==> src/rtl/core/plzt_pkg.sv <==
// Shared types, token codes and character tables for the PL/0 token scanner.
// Used by the scan core, the result queue, the top level and the checker.
package plzt_pkg;

  // Token codes.
  localparam logic [5:0] TokInvalid = 6'd0;
  localparam logic [5:0] TokIdent   = 6'd1;
  localparam logic [5:0] TokNumber  = 6'd2;
  localparam logic [5:0] TokKwBase  = 6'd3;
  localparam logic [5:0] TokPlus    = 6'd19;
  localparam logic [5:0] TokMinus   = 6'd20;
  localparam logic [5:0] TokStar    = 6'd21;
  localparam logic [5:0] TokSlash   = 6'd22;
  localparam logic [5:0] TokEq      = 6'd23;
  localparam logic [5:0] TokNe      = 6'd24;
  localparam logic [5:0] TokLt      = 6'd25;
  localparam logic [5:0] TokLe      = 6'd26;
  localparam logic [5:0] TokGt      = 6'd27;
  localparam logic [5:0] TokGe      = 6'd28;
  localparam logic [5:0] TokLParen  = 6'd29;
  localparam logic [5:0] TokRParen  = 6'd30;
  localparam logic [5:0] TokComma   = 6'd31;
  localparam logic [5:0] TokSemi    = 6'd32;
  localparam logic [5:0] TokPeriod  = 6'd33;
  localparam logic [5:0] TokAssign  = 6'd34;
  localparam logic [5:0] TokAndAnd  = 6'd35;
  localparam logic [5:0] TokOrOr    = 6'd36;
  localparam logic [5:0] TokNot     = 6'd37;
  localparam logic [5:0] TokLBrack  = 6'd38;
  localparam logic [5:0] TokRBrack  = 6'd39;
  localparam logic [5:0] TokLBrace  = 6'd40;
  localparam logic [5:0] TokRBrace  = 6'd41;
  localparam logic [5:0] TokEnd     = 6'd42;

  localparam int KwCount = 16;

  // Character constants.
  localparam logic [7:0] ChNul   = 8'h00;
  localparam logic [7:0] ChSpace = 8'h20;
  localparam logic [7:0] ChTab   = 8'h09;
  localparam logic [7:0] ChCr    = 8'h0D;
  localparam logic [7:0] ChLf    = 8'h0A;
  localparam logic [7:0] ChUnder = 8'h5F;
  localparam logic [7:0] ChSlash = 8'h2F;
  localparam logic [7:0] ChStar  = 8'h2A;

  // Result queue geometry.
  localparam int OutDepth = 4;
  localparam int OutPtrW  = 2;
  localparam int OutCntW  = 3;

  typedef enum logic [2:0] {
    PhIdle,
    PhIdent,
    PhNumber,
    PhSlash,
    PhSym,
    PhBlock,
    PhLine
  } scan_phase_e;

  typedef struct packed {
    logic [5:0]  code;
    logic [29:0] value;
    logic [63:0] text;
    logic [3:0]  len;
    logic [15:0] line;
    logic [15:0] col;
    logic        last;
  } token_t;

  // Which of the two token slots carry a token in this cycle.
  typedef struct packed {
    logic a;
    logic b;
  } push_t;

  // Keyword spellings, first character in the low byte. The third one has
  // nine characters; only its first eight are held, so it never matches.
  localparam logic [63:0] KwText [KwCount] = '{
    64'h0000_0000_0072_6176, 64'h0000_0074_736E_6F63, 64'h7275_6465_636F_7270,
    64'h0000_006E_6967_6562, 64'h0000_0000_0064_6E65, 64'h0000_0000_0000_6669,
    64'h0000_0000_6E65_6874, 64'h0000_0000_0000_6F64, 64'h0000_0065_6C69_6877,
    64'h0000_0000_6C6C_6163, 64'h0000_0000_0064_646F, 64'h0000_6E72_7574_6572,
    64'h0000_0000_6573_6C65, 64'h0000_0000_6669_6C65, 64'h0000_0066_6964_6E65,
    64'h0000_0074_6E69_7270
  };

  localparam logic [4:0] KwLen [KwCount] = '{
    5'd3, 5'd5, 5'd9, 5'd5, 5'd3, 5'd2, 5'd4, 5'd2,
    5'd5, 5'd4, 5'd3, 5'd6, 5'd4, 5'd4, 5'd5, 5'd5
  };

  function automatic logic is_alpha(input logic [7:0] c);
    return (c >= "a" && c <= "z") || (c >= "A" && c <= "Z");
  endfunction

  function automatic logic is_digit(input logic [7:0] c);
    return c >= "0" && c <= "9";
  endfunction

  function automatic logic is_ident_start(input logic [7:0] c);
    return is_alpha(c) || c == ChUnder;
  endfunction

  function automatic logic is_ident_char(input logic [7:0] c);
    return is_ident_start(c) || is_digit(c);
  endfunction

  function automatic logic is_white(input logic [7:0] c);
    return c == ChSpace || c == ChTab || c == ChLf || c == ChCr;
  endfunction

  // Characters that may begin a two-character symbol.
  function automatic logic starts_pair(input logic [7:0] c);
    return c == "!" || c == "<" || c == ">" || c == ":" || c == "&" || c == "|";
  endfunction

  // One-character symbol code, invalid when the character is no symbol.
  function automatic logic [5:0] sym_single(input logic [7:0] c);
    logic [5:0] k;
    case (c)
      "+":     k = TokPlus;
      "-":     k = TokMinus;
      "*":     k = TokStar;
      "/":     k = TokSlash;
      "=":     k = TokEq;
      "<":     k = TokLt;
      ">":     k = TokGt;
      "(":     k = TokLParen;
      ")":     k = TokRParen;
      ",":     k = TokComma;
      ";":     k = TokSemi;
      ".":     k = TokPeriod;
      "!":     k = TokNot;
      "[":     k = TokLBrack;
      "]":     k = TokRBrack;
      "{":     k = TokLBrace;
      "}":     k = TokRBrace;
      default: k = TokInvalid;
    endcase
    return k;
  endfunction

  // Two-character symbol code, invalid when the pair forms none.
  function automatic logic [5:0] sym_pair(input logic [7:0] a, input logic [7:0] b);
    logic [5:0] k;
    k = TokInvalid;
    if (a == "!" && b == "=") k = TokNe;
    if (a == "<" && b == "=") k = TokLe;
    if (a == ">" && b == "=") k = TokGe;
    if (a == ":" && b == "=") k = TokAssign;
    if (a == "&" && b == "&") k = TokAndAnd;
    if (a == "|" && b == "|") k = TokOrOr;
    return k;
  endfunction

  // Keyword code for the buffered word, invalid when it is no keyword.
  // Bytes past the word length are zero, so the whole word is compared.
  function automatic logic [5:0] kw_lookup(input logic [63:0] text, input logic [4:0] len);
    logic [5:0] k;
    k = TokInvalid;
    for (int i = 0; i < KwCount; i++) begin
      if (len == KwLen[i] && text == KwText[i]) k = TokKwBase + 6'(i);
    end
    return k;
  endfunction

  function automatic token_t mk_tok(input logic [5:0] code, input logic [15:0] line,
                                    input logic [15:0] col);
    token_t t;
    t      = '0;
    t.code = code;
    t.line = line;
    t.col  = col;
    return t;
  endfunction

endpackage

==> src/rtl/core/plzt_scan_core.sv <==
// Scanner state and token decode: one character per cycle while in_fire_i is set, up to two tokens.
// Depends on plzt_pkg for character classes, symbol and keyword tables.
module plzt_scan_core
  import plzt_pkg::*;
#(
  parameter int ID_MAX_LEN     = 8,
  parameter int NUM_MAX_DIGITS = 9,
  parameter int POS_BITS       = 16
) (
  input  logic       clk_i,
  input  logic       rst_ni,
  input  logic       in_fire_i,
  input  logic       in_mode_i,
  input  logic [7:0] in_char_i,
  output push_t      push_o,
  output token_t     tok_a_o,
  output token_t     tok_b_o
);

  localparam int ExtW = (POS_BITS > 16) ? POS_BITS : 16;

  scan_phase_e         phase_q, phase_d;
  logic [63:0]         text_q, text_d;
  logic [4:0]          count_q, count_d;
  logic [29:0]         accum_q, accum_d;
  logic                bad_q, bad_d;
  logic [7:0]          held_q, held_d;
  logic                star_q, star_d;
  logic [POS_BITS-1:0] line_q, line_d;
  logic [POS_BITS-1:0] col_q, col_d;
  logic [POS_BITS-1:0] tok_line_q, tok_line_d;
  logic [POS_BITS-1:0] tok_col_q, tok_col_d;

  logic [ExtW-1:0] line_ext, col_ext, tok_line_ext, tok_col_ext;
  logic [15:0]     ln16, col16, tln16, tcol16;
  logic [7:0]      c;
  logic            restart;
  logic            fresh;
  logic [5:0]      pair_code;
  token_t          ident_tok, number_tok, held_tok;

  assign c            = in_char_i;
  assign line_ext     = ExtW'(line_q);
  assign col_ext      = ExtW'(col_q);
  assign tok_line_ext = ExtW'(tok_line_q);
  assign tok_col_ext  = ExtW'(tok_col_q);
  assign ln16         = line_ext[15:0];
  assign col16        = col_ext[15:0];
  assign tln16        = tok_line_ext[15:0];
  assign tcol16       = tok_col_ext[15:0];

  // A NUL after a held one-character symbol completes that symbol and is
  // consumed with it.
  assign pair_code    = (c == ChNul) ? sym_single(held_q) : sym_pair(held_q, c);

  // A character that begins no token and is no blank is a token by itself.
  assign fresh = !is_white(c) && !is_ident_start(c) && !is_digit(c) &&
                 c != ChSlash && !starts_pair(c);

  // The pending token ends here and the character is scanned afresh.
  always_comb begin
    restart = 1'b0;
    case (phase_q)
      PhIdent:  restart = !is_ident_char(c);
      PhNumber: restart = !is_digit(c) && !is_ident_start(c);
      PhSlash:  restart = c != ChStar && c != ChSlash;
      PhSym:    restart = pair_code == TokInvalid;
      PhBlock:  restart = 1'b0;
      PhLine:   restart = 1'b0;
      default:  restart = 1'b1;
    endcase
  end

  always_comb begin
    token_t t;
    t = mk_tok(TokInvalid, tln16, tcol16);
    if (count_q <= 5'(ID_MAX_LEN)) begin
      t.code = kw_lookup(text_q, count_q);
      if (t.code == TokInvalid) begin
        t.code = TokIdent;
        t.text = text_q;
        t.len  = count_q[3:0];
      end
    end
    ident_tok = t;
  end

  always_comb begin
    number_tok = mk_tok(TokInvalid, tln16, tcol16);
    if (!bad_q && count_q <= 5'(NUM_MAX_DIGITS)) begin
      number_tok.code  = TokNumber;
      number_tok.value = accum_q;
    end
  end

  assign held_tok = mk_tok(sym_single(held_q), tln16, tcol16);

  // Next state.
  always_comb begin
    phase_d    = phase_q;
    text_d     = text_q;
    count_d    = count_q;
    accum_d    = accum_q;
    bad_d      = bad_q;
    held_d     = held_q;
    star_d     = star_q;
    line_d     = line_q;
    col_d      = col_q;
    tok_line_d = tok_line_q;
    tok_col_d  = tok_col_q;
    if (in_fire_i) begin
      if (in_mode_i) begin
        phase_d    = PhIdle;
        text_d     = '0;
        count_d    = '0;
        accum_d    = '0;
        bad_d      = 1'b0;
        held_d     = '0;
        star_d     = 1'b0;
        line_d     = POS_BITS'(1);
        col_d      = '0;
        tok_line_d = POS_BITS'(1);
        tok_col_d  = '0;
      end else begin
        if (c == ChLf) begin
          if (line_q != '1) line_d = line_q + POS_BITS'(1);
          col_d = '0;
        end else if (col_q != '1) begin
          col_d = col_q + POS_BITS'(1);
        end

        case (phase_q)
          PhIdent: begin
            if (is_ident_char(c)) begin
              if (count_q < 5'(ID_MAX_LEN)) text_d[{count_q[2:0], 3'b000} +: 8] = c;
              if (count_q != 5'd31) count_d = count_q + 5'd1;
            end
          end
          PhNumber: begin
            if (is_digit(c)) begin
              if (count_q < 5'(NUM_MAX_DIGITS)) begin
                accum_d = 30'(33'({accum_q, 3'b000}) + 33'({accum_q, 1'b0}) +
                              33'(c[3:0]));
              end
              if (count_q != 5'd31) count_d = count_q + 5'd1;
            end else if (is_ident_start(c)) begin
              bad_d = 1'b1;
            end
          end
          PhSlash: begin
            if (c == ChStar) begin
              star_d  = 1'b0;
              phase_d = PhBlock;
            end else if (c == ChSlash) begin
              phase_d = PhLine;
            end
          end
          PhSym: begin
            if (pair_code != TokInvalid) phase_d = PhIdle;
          end
          PhBlock: begin
            // A star directly followed by a slash closes the comment.
            if (star_q && c == ChSlash) phase_d = PhIdle;
            else star_d = (c == ChStar);
          end
          PhLine: begin
            if (c == ChLf) phase_d = PhIdle;
          end
          default: begin
          end
        endcase

        if (restart) begin
          phase_d    = PhIdle;
          tok_line_d = line_q;
          tok_col_d  = col_q;
          if (is_ident_start(c)) begin
            text_d  = {56'd0, c};
            count_d = 5'd1;
            phase_d = PhIdent;
          end else if (is_digit(c)) begin
            accum_d = 30'(c[3:0]);
            bad_d   = 1'b0;
            count_d = 5'd1;
            phase_d = PhNumber;
          end else if (c == ChSlash) begin
            phase_d = PhSlash;
          end else if (starts_pair(c)) begin
            held_d  = c;
            phase_d = PhSym;
          end
        end
      end
    end
  end

  // Tokens of this item: slot a finishes the pending token, slot b is the
  // end token or a token that the character makes on its own.
  always_comb begin
    push_o  = '0;
    tok_a_o = ident_tok;
    tok_b_o = mk_tok(TokEnd, ln16, col16);
    if (in_fire_i) begin
      case (phase_q)
        PhIdent:  tok_a_o = ident_tok;
        PhNumber: tok_a_o = number_tok;
        PhSlash:  tok_a_o = mk_tok(TokSlash, tln16, tcol16);
        PhSym: begin
          if (!in_mode_i && pair_code != TokInvalid) tok_a_o = mk_tok(pair_code, tln16, tcol16);
          else tok_a_o = held_tok;
        end
        default:  tok_a_o = ident_tok;
      endcase
      if (in_mode_i) begin
        push_o.a = phase_q == PhIdent || phase_q == PhNumber ||
                   phase_q == PhSlash || phase_q == PhSym;
        push_o.b = 1'b1;
      end else begin
        push_o.a = phase_q == PhSym ||
                   (restart && (phase_q == PhIdent || phase_q == PhNumber ||
                                phase_q == PhSlash));
        push_o.b = restart && fresh;
        tok_b_o  = mk_tok(sym_single(c), ln16, col16);
      end
      tok_a_o.last = !push_o.b;
      tok_b_o.last = 1'b1;
    end
  end

  always_ff @(posedge clk_i or negedge rst_ni) begin
    if (!rst_ni) begin
      phase_q    <= PhIdle;
      text_q     <= '0;
      count_q    <= '0;
      accum_q    <= '0;
      bad_q      <= 1'b0;
      held_q     <= '0;
      star_q     <= 1'b0;
      line_q     <= POS_BITS'(1);
      col_q      <= '0;
      tok_line_q <= POS_BITS'(1);
      tok_col_q  <= '0;
    end else begin
      phase_q    <= phase_d;
      text_q     <= text_d;
      count_q    <= count_d;
      accum_q    <= accum_d;
      bad_q      <= bad_d;
      held_q     <= held_d;
      star_q     <= star_d;
      line_q     <= line_d;
      col_q      <= col_d;
      tok_line_q <= tok_line_d;
      tok_col_q  <= tok_col_d;
    end
  end

endmodule

==> src/rtl/core/plzt_out_fifo.sv <==
// Result queue: takes up to two tokens a cycle, delivers one a cycle while out_ready_i is high.
// Depends on plzt_pkg for the token and push types.
module plzt_out_fifo
  import plzt_pkg::*;
(
  input  logic   clk_i,
  input  logic   rst_ni,
  input  push_t  push_i,
  input  token_t tok_a_i,
  input  token_t tok_b_i,
  output logic   space_o,
  output logic   out_valid_o,
  output token_t out_tok_o,
  input  logic   out_ready_i
);

  token_t             mem_q [OutDepth];
  logic [OutPtrW-1:0] wptr_q, wptr_d, rptr_q, rptr_d;
  logic [OutCntW-1:0] cnt_q, cnt_d;
  logic [OutPtrW-1:0] widx_b;
  logic [OutCntW-1:0] n_push;
  logic               pop;

  // Room for two tokens, the most that one item can bring.
  assign space_o     = cnt_q <= OutCntW'(OutDepth - 2);
  assign out_valid_o = cnt_q != '0;
  assign out_tok_o   = mem_q[rptr_q];
  assign pop         = out_valid_o && out_ready_i;
  assign n_push      = OutCntW'(push_i.a) + OutCntW'(push_i.b);
  assign widx_b      = push_i.a ? wptr_q + OutPtrW'(1) : wptr_q;
  assign wptr_d      = wptr_q + n_push[OutPtrW-1:0];
  assign rptr_d      = pop ? rptr_q + OutPtrW'(1) : rptr_q;
  assign cnt_d       = cnt_q + n_push - OutCntW'(pop);

  always_ff @(posedge clk_i) begin
    if (push_i.a) mem_q[wptr_q] <= tok_a_i;
    if (push_i.b) mem_q[widx_b] <= tok_b_i;
  end

  always_ff @(posedge clk_i or negedge rst_ni) begin
    if (!rst_ni) begin
      wptr_q <= '0;
      rptr_q <= '0;
      cnt_q  <= '0;
    end else begin
      wptr_q <= wptr_d;
      rptr_q <= rptr_d;
      cnt_q  <= cnt_d;
    end
  end

endmodule

==> src/rtl/core/pl_zero_token_scanner.sv <==
// Top level of the PL/0 token scanner: stream ports, scan core, result queue.
// Depends on plzt_pkg, plzt_scan_core and plzt_out_fifo.
//
// The slave channel takes one source character per item; tuser set marks
// the end of input, and tdata is then ignored. The master channel gives
// one token per item with its start line and column; tlast marks the last
// token that one input item causes. An end item flushes any pending token,
// emits the end token and returns the scanner to its reset state.
// A character item is taken in every cycle while s_axis_tready_o is high;
// the decode runs in the cycle of acceptance and fills the result queue.
// One item makes at most two tokens, and the master port delivers one per
// cycle, so runs of two-token items are paced by that port through the
// four-entry result queue: s_axis_tready_o drops while more than two tokens
// wait. When the receiver stalls, the queue fills and the input is held
// off; nothing is lost or repeated. Reset empties the queue and sets the
// scanner idle at line 1, column 0.
module pl_zero_token_scanner
  import plzt_pkg::*;
#(
  parameter int ID_MAX_LEN     = 8,
  parameter int NUM_MAX_DIGITS = 9,
  parameter int POS_BITS       = 16
) (
  input  logic         clk_i,
  input  logic         rst_ni,
  input  logic         s_axis_tvalid_i,
  output logic         s_axis_tready_o,
  input  logic [7:0]   s_axis_tdata_i,  // char_code[7:0]
  input  logic         s_axis_tuser_i,  // mode
  output logic         m_axis_tvalid_o,
  input  logic         m_axis_tready_i,
  // token_code[5:0], number_value[35:6], ident_text[99:36], ident_length[103:100],
  // start_line[119:104], start_column[135:120]
  output logic [135:0] m_axis_tdata_o,
  output logic         m_axis_tlast_o   // last
);

  push_t  push;
  token_t tok_a, tok_b, out_tok;
  logic   in_fire;

  assign in_fire = s_axis_tvalid_i && s_axis_tready_o;

  plzt_scan_core #(
    .ID_MAX_LEN    (ID_MAX_LEN),
    .NUM_MAX_DIGITS(NUM_MAX_DIGITS),
    .POS_BITS      (POS_BITS)
  ) u_core (
    .clk_i    (clk_i),
    .rst_ni   (rst_ni),
    .in_fire_i(in_fire),
    .in_mode_i(s_axis_tuser_i),
    .in_char_i(s_axis_tdata_i),
    .push_o   (push),
    .tok_a_o  (tok_a),
    .tok_b_o  (tok_b)
  );

  plzt_out_fifo u_fifo (
    .clk_i      (clk_i),
    .rst_ni     (rst_ni),
    .push_i     (push),
    .tok_a_i    (tok_a),
    .tok_b_i    (tok_b),
    .space_o    (s_axis_tready_o),
    .out_valid_o(m_axis_tvalid_o),
    .out_tok_o  (out_tok),
    .out_ready_i(m_axis_tready_i)
  );

  assign m_axis_tdata_o = {out_tok.col, out_tok.line, out_tok.len, out_tok.text,
                           out_tok.value, out_tok.code};
  assign m_axis_tlast_o = out_tok.last;

endmodule

==> config.mk <==
export PLATFORM = sky130hd
export DESIGN_NAME = pl_zero_token_scanner
export DESIGN_NICKNAME = d
export VERILOG_FILES = /design/src/rtl/core/plzt_pkg.sv /design/src/rtl/core/plzt_scan_core.sv /design/src/rtl/core/plzt_out_fifo.sv /design/src/rtl/core/pl_zero_token_scanner.sv
export SDC_FILE = /design/constraint.sdc
export NUM_CORES = 2
export LEC_CHECK = 0
export ABC_AREA = 1
export BUFFER_PORTS_ARGS = -buffer_cell sky130_fd_sc_hd__buf_2
export CAP_MARGIN = 20
export CORE_MARGIN = 10
export CORE_UTILIZATION = 45
export DETAILED_ROUTE_END_ITERATION = 10
export PLACE_DENSITY = 0.6
export SLEW_MARGIN = 20
export SYNTH_ARGS = -nofsm -noshare
export SYNTH_HDL_FRONTEND = slang
export SYNTH_SLANG_ARGS = --single-unit
==> constraint.sdc <==
create_clock -name clk_i -period 4.3 [get_ports clk_i]
set_input_delay 0.215 -clock clk_i [delete_from_list [all_inputs] [get_ports clk_i]]
set_output_delay 0.215 -clock clk_i [all_outputs]
set_load 0.02 [all_outputs]
==> qor.yml <==
finalHoldViolations: 0
reg2reg_depth: 12
relSlewSlack: 0.2982
async_reset_ff_frac: 0.2503
period_needed_ns: 3.589
gr-total-overflow: 0
drt_pass1_iterations: 6
nFillCells: 8524
ys.flop_type: "dfxtp_1"
p_leak_nw: 17.52
clkPwrFrac: 0.244
syn-cell-area_um2: 38500
startpoint: "s_axis_tdata_i[3]"
final_net_count: 5454
fp.coreArea_um2: 85010
p_sw_mw: 12.74
grt_usage: 0.2702
hpwl_um: 86230
routed-via-count: 37397
clk_latency_ns: 0.65
synth_cells: 5380
max_stage_delay_ns: 0.58
ctsRootBufferMaster: "clkbuf_16"
synth_common_cells: "1,535 x nand2_1, 622 x nor2_1, 484 x a21oi_1"
timing.final.crit_share: 0.8346
setup_viol: 0
ir_worst_vdd_mv: 0.5571
fin_cells: 6579
synth_top_cell_by_area: "dfxtp_1"
critPathLaunchType: "primary input"
path_max_fanout: 8
clkSinkCount: 731
synthAdderAreaFrac: 0.02431
cts_buffers: 83
drv_slew: 0
die_h_um: 312.5
multi_input_area_um2: 18600
rsz0062_at_grt: "no"
wl_met3_um: 8915
drt-total-wl_um: 136700
cp_num_cells: 17
critPathKind: "primary input to flip-flop"
ys_seq_area_frac: 0.4445
worstReg2RegStart: "u_core.count_q[0]"
clk_pin_slew_worst_paths_ns: 0.05
wl_per_cell_um: 20.78
io_buffers: 151
grt_pass1_vias: 35559
p_seq_frac: 0.340
yosysWarnings: 0
path_cells: "dlygate4sd3_1 -> buf_2 -> inv_1 -> nor2_1 -> nand2_1 -> nor2_1 -> nor2_1 -> nor2_1 -> nand2_1 -> nor3_2 -> nand3_1 -> nor2_1 -> nand2_1 -> nor2_1 -> nand2_1 -> xor2_1 -> nor2_1"
io_pins: 152
powerDensity_nw_per_um2: 676.8
status: "finished clean"
drt_iter0_drc: 3700
routed-wl-met2_um: 64150
hp-class: "primary input to flip-flop"
grt_pass1_wl_um: 212600
seq_area_um2: 17120
gp_congestion: 0.9652
cts_tree: "built"
drv_cap: 0
grt_max_degree: 117
antenna_found_initial: 4
cts_setup_buffers: 0
synth_xor_area_frac: 0.006369
combinationalPowerShare: 0.416
cpMostUsedCell: "nor2_1"
initial_core_util: 0.4529
arrival_ns: 4.09
rows: 107
setup-tns-final_ns: 0
synth_top_family_by_area: "simple AND/OR/NAND/NOR gates"
swShare: 0.4365
cp_top_family: "simple AND/OR/NAND/NOR gates"
ant_nets: 0
highest_layer: "met5"
syn_nets: 5466
finalPower_mw: 29.18
finalClockSkew_ns: 0.01960
drt-met1-wl_um: 60270
yosysUniqueCellTypes: 59
synthMuxAreaShare: 0
avgSynthCellArea_um2: 7.156
yosys_register_bits: 731
drc: 0
dieArea_um2: 97660
final_util: 0.5071
path_buf_inv: 3
tightest_slew_ns: 1.049
cts_max_level: 3
crit_path_end_kind: "flip-flop"
drt-vias-per-instance: 5.684
min-delay-start: "s_axis_tdata_i[6]"
synth_top_cells_by_area: "dfxtp_1 20%, nand2_1 15%, edfxtp_1 12%"
dp.cells: 6425
yosysTopAreaCellShare: 0.2038
die_w_um: 312.5
drive_gt1_frac: 0.07987
synth-edff-count: 156
hold_depth: 3
synth.most_common_cell: "nand2_1"
worst-endpoint-required_ns: 4.80
max_freq_ghz: 0.2787
synth_compound_area_frac: 0.1727
yosys.area_share.simple: 0.2777
crit_path_top_delay_cell: "dlygate4sd3_1"
holdWs_ns: 0.06911
p_int_mw: 16.44
clk_path_buf_depth: 3
syn_to_final_growth_pct: 11.97
-- area by class of cell --
type,count,area share
inverters,341,0.03018
well taps,1144,0.03320
repair buffers,249,0.04536
clock buffers,115,0.05335
flip-flops and latches,731,0.3972
multi-input cells,3962,0.4314
diodes,1,0.00005805
clock inverters,36,0.009287
-- flip-flops by register name, summed over array words and instances, names as in the netlist --
register	flops
u_core.held_q	8
u_core.star_q	1
u_core.tln16	16
u_core.line_ext	16
u_core.text_q	64
u_core.col16	16
u_core.bad_q	1
u_fifo.cnt_q	3
u_core.tcol16	16
u_fifo.mem_q	548
u_fifo.wptr_q	2
u_core.count_q	5
u_core.accum_q	30
u_core.phase_q	3
u_fifo.rptr_q	2
-- stage by stage --
| step | instance area [µm²] | setup slack [ns] |
|---|---|---|
| finish | 43110 | 0.7113 |
| floorplan | 38500 | 0.8993 |
| global placement | 40390 | 0.6155 |
| CTS | 43110 | 0.7587 |
| global route | 43110 | 0.2812 |
| detailed placement | 40390 | 0.5810 |
-- metal layers --
| layer | vias up | GRT usage |
|---|---|---|
| li1 | 17917 | - |
| met1 | 17883 | 0.3637 |
| met2 | 1379 | 0.4504 |
| met3 | 216 | 0.03571 |
| met4 | 2 | 0.07719 |
| met5 | - | 0 |
-- layout by cell type, fill, tap and decap left out, types with 7 or more instances in the layout --
master	instances
buf_4	60
buf_2	150
xnor2_1	17
clkbuf_1	24
inv_2	11
nor2_1	622
o22ai_1	260
o211ai_1	11
o21ai_0	438
a21oi_1	484
nand3_1	200
clkbuf_8	7
clkinv_2	18
inv_4	7
nand2_4	7
nor3b_1	9
nor3_1	157
ha_1	70
buf_12	36
inv_1	319
dfxtp_1	392
edfxtp_1	156
clkbuf_16	85
nand2_2	12
nand2_1	1524
xor2_1	11
nand4_1	59
dfrtp_1	179
nor4_1	12
nand3_2	7
-- worst min-delay path, delay by kind of cell --
family | cells | cell delay (ns)
buffers and inverters | 1 | 0.21
AO/OA/AOI/OAI | 2 | 0.23
-- kinds of logic (layout without fill, tap and decap cells) --
group,count (synthesis),in the layout
flip-flops,731,731
AO/OA/AOI/OAI,1233,1233
XOR/XNOR,28,28
AND/OR/NAND/NOR,2628,2628
other,0,1
adder cells (fa/ha/maj),73,73
buffers and inverters,687,741
-- power by group through the flow --
| stage | sequential [mW] | clock, mW | combinational (mW) |
|---|---|---|---|
| 2_1_floorplan | 9.59 | 0 | 8.10 |
| 3_3_place_gp | 9.97 | 0 | 12.1 |
| 3_5_place_dp | 10.0 | 0 | 12.1 |
| 4_1_cts | 9.88 | 7.22 | 12.2 |
| 5_1_grt | 10.1 | 7.49 | 13.3 |
| 6_report | 9.92 | 7.12 | 12.1 |
-- worst paths after layout --
kind / end / slack (ns)
setup reg to reg: u_fifo.mem_q[1][135] / 0.74
hold / removal: u_core.text_q[14] / 0.07
hold reg to reg: u_fifo.mem_q[0][116] / 0.46
max in group asynchronous: u_core.text_q[22] / 2.97
setup / recovery: u_core.line_ext[13] / 0.71
min in group asynchronous: u_core.tcol16[0] / 0.28
-- repair_timing --
| action | CTS | global route |
|---|---|---|
| hold buffers | 2 | 0 |
| endpoints found under the hold margin | 94 | 0 |
| resized for setup | 0 | 0 |
Power figures use the tool's default switching activity.
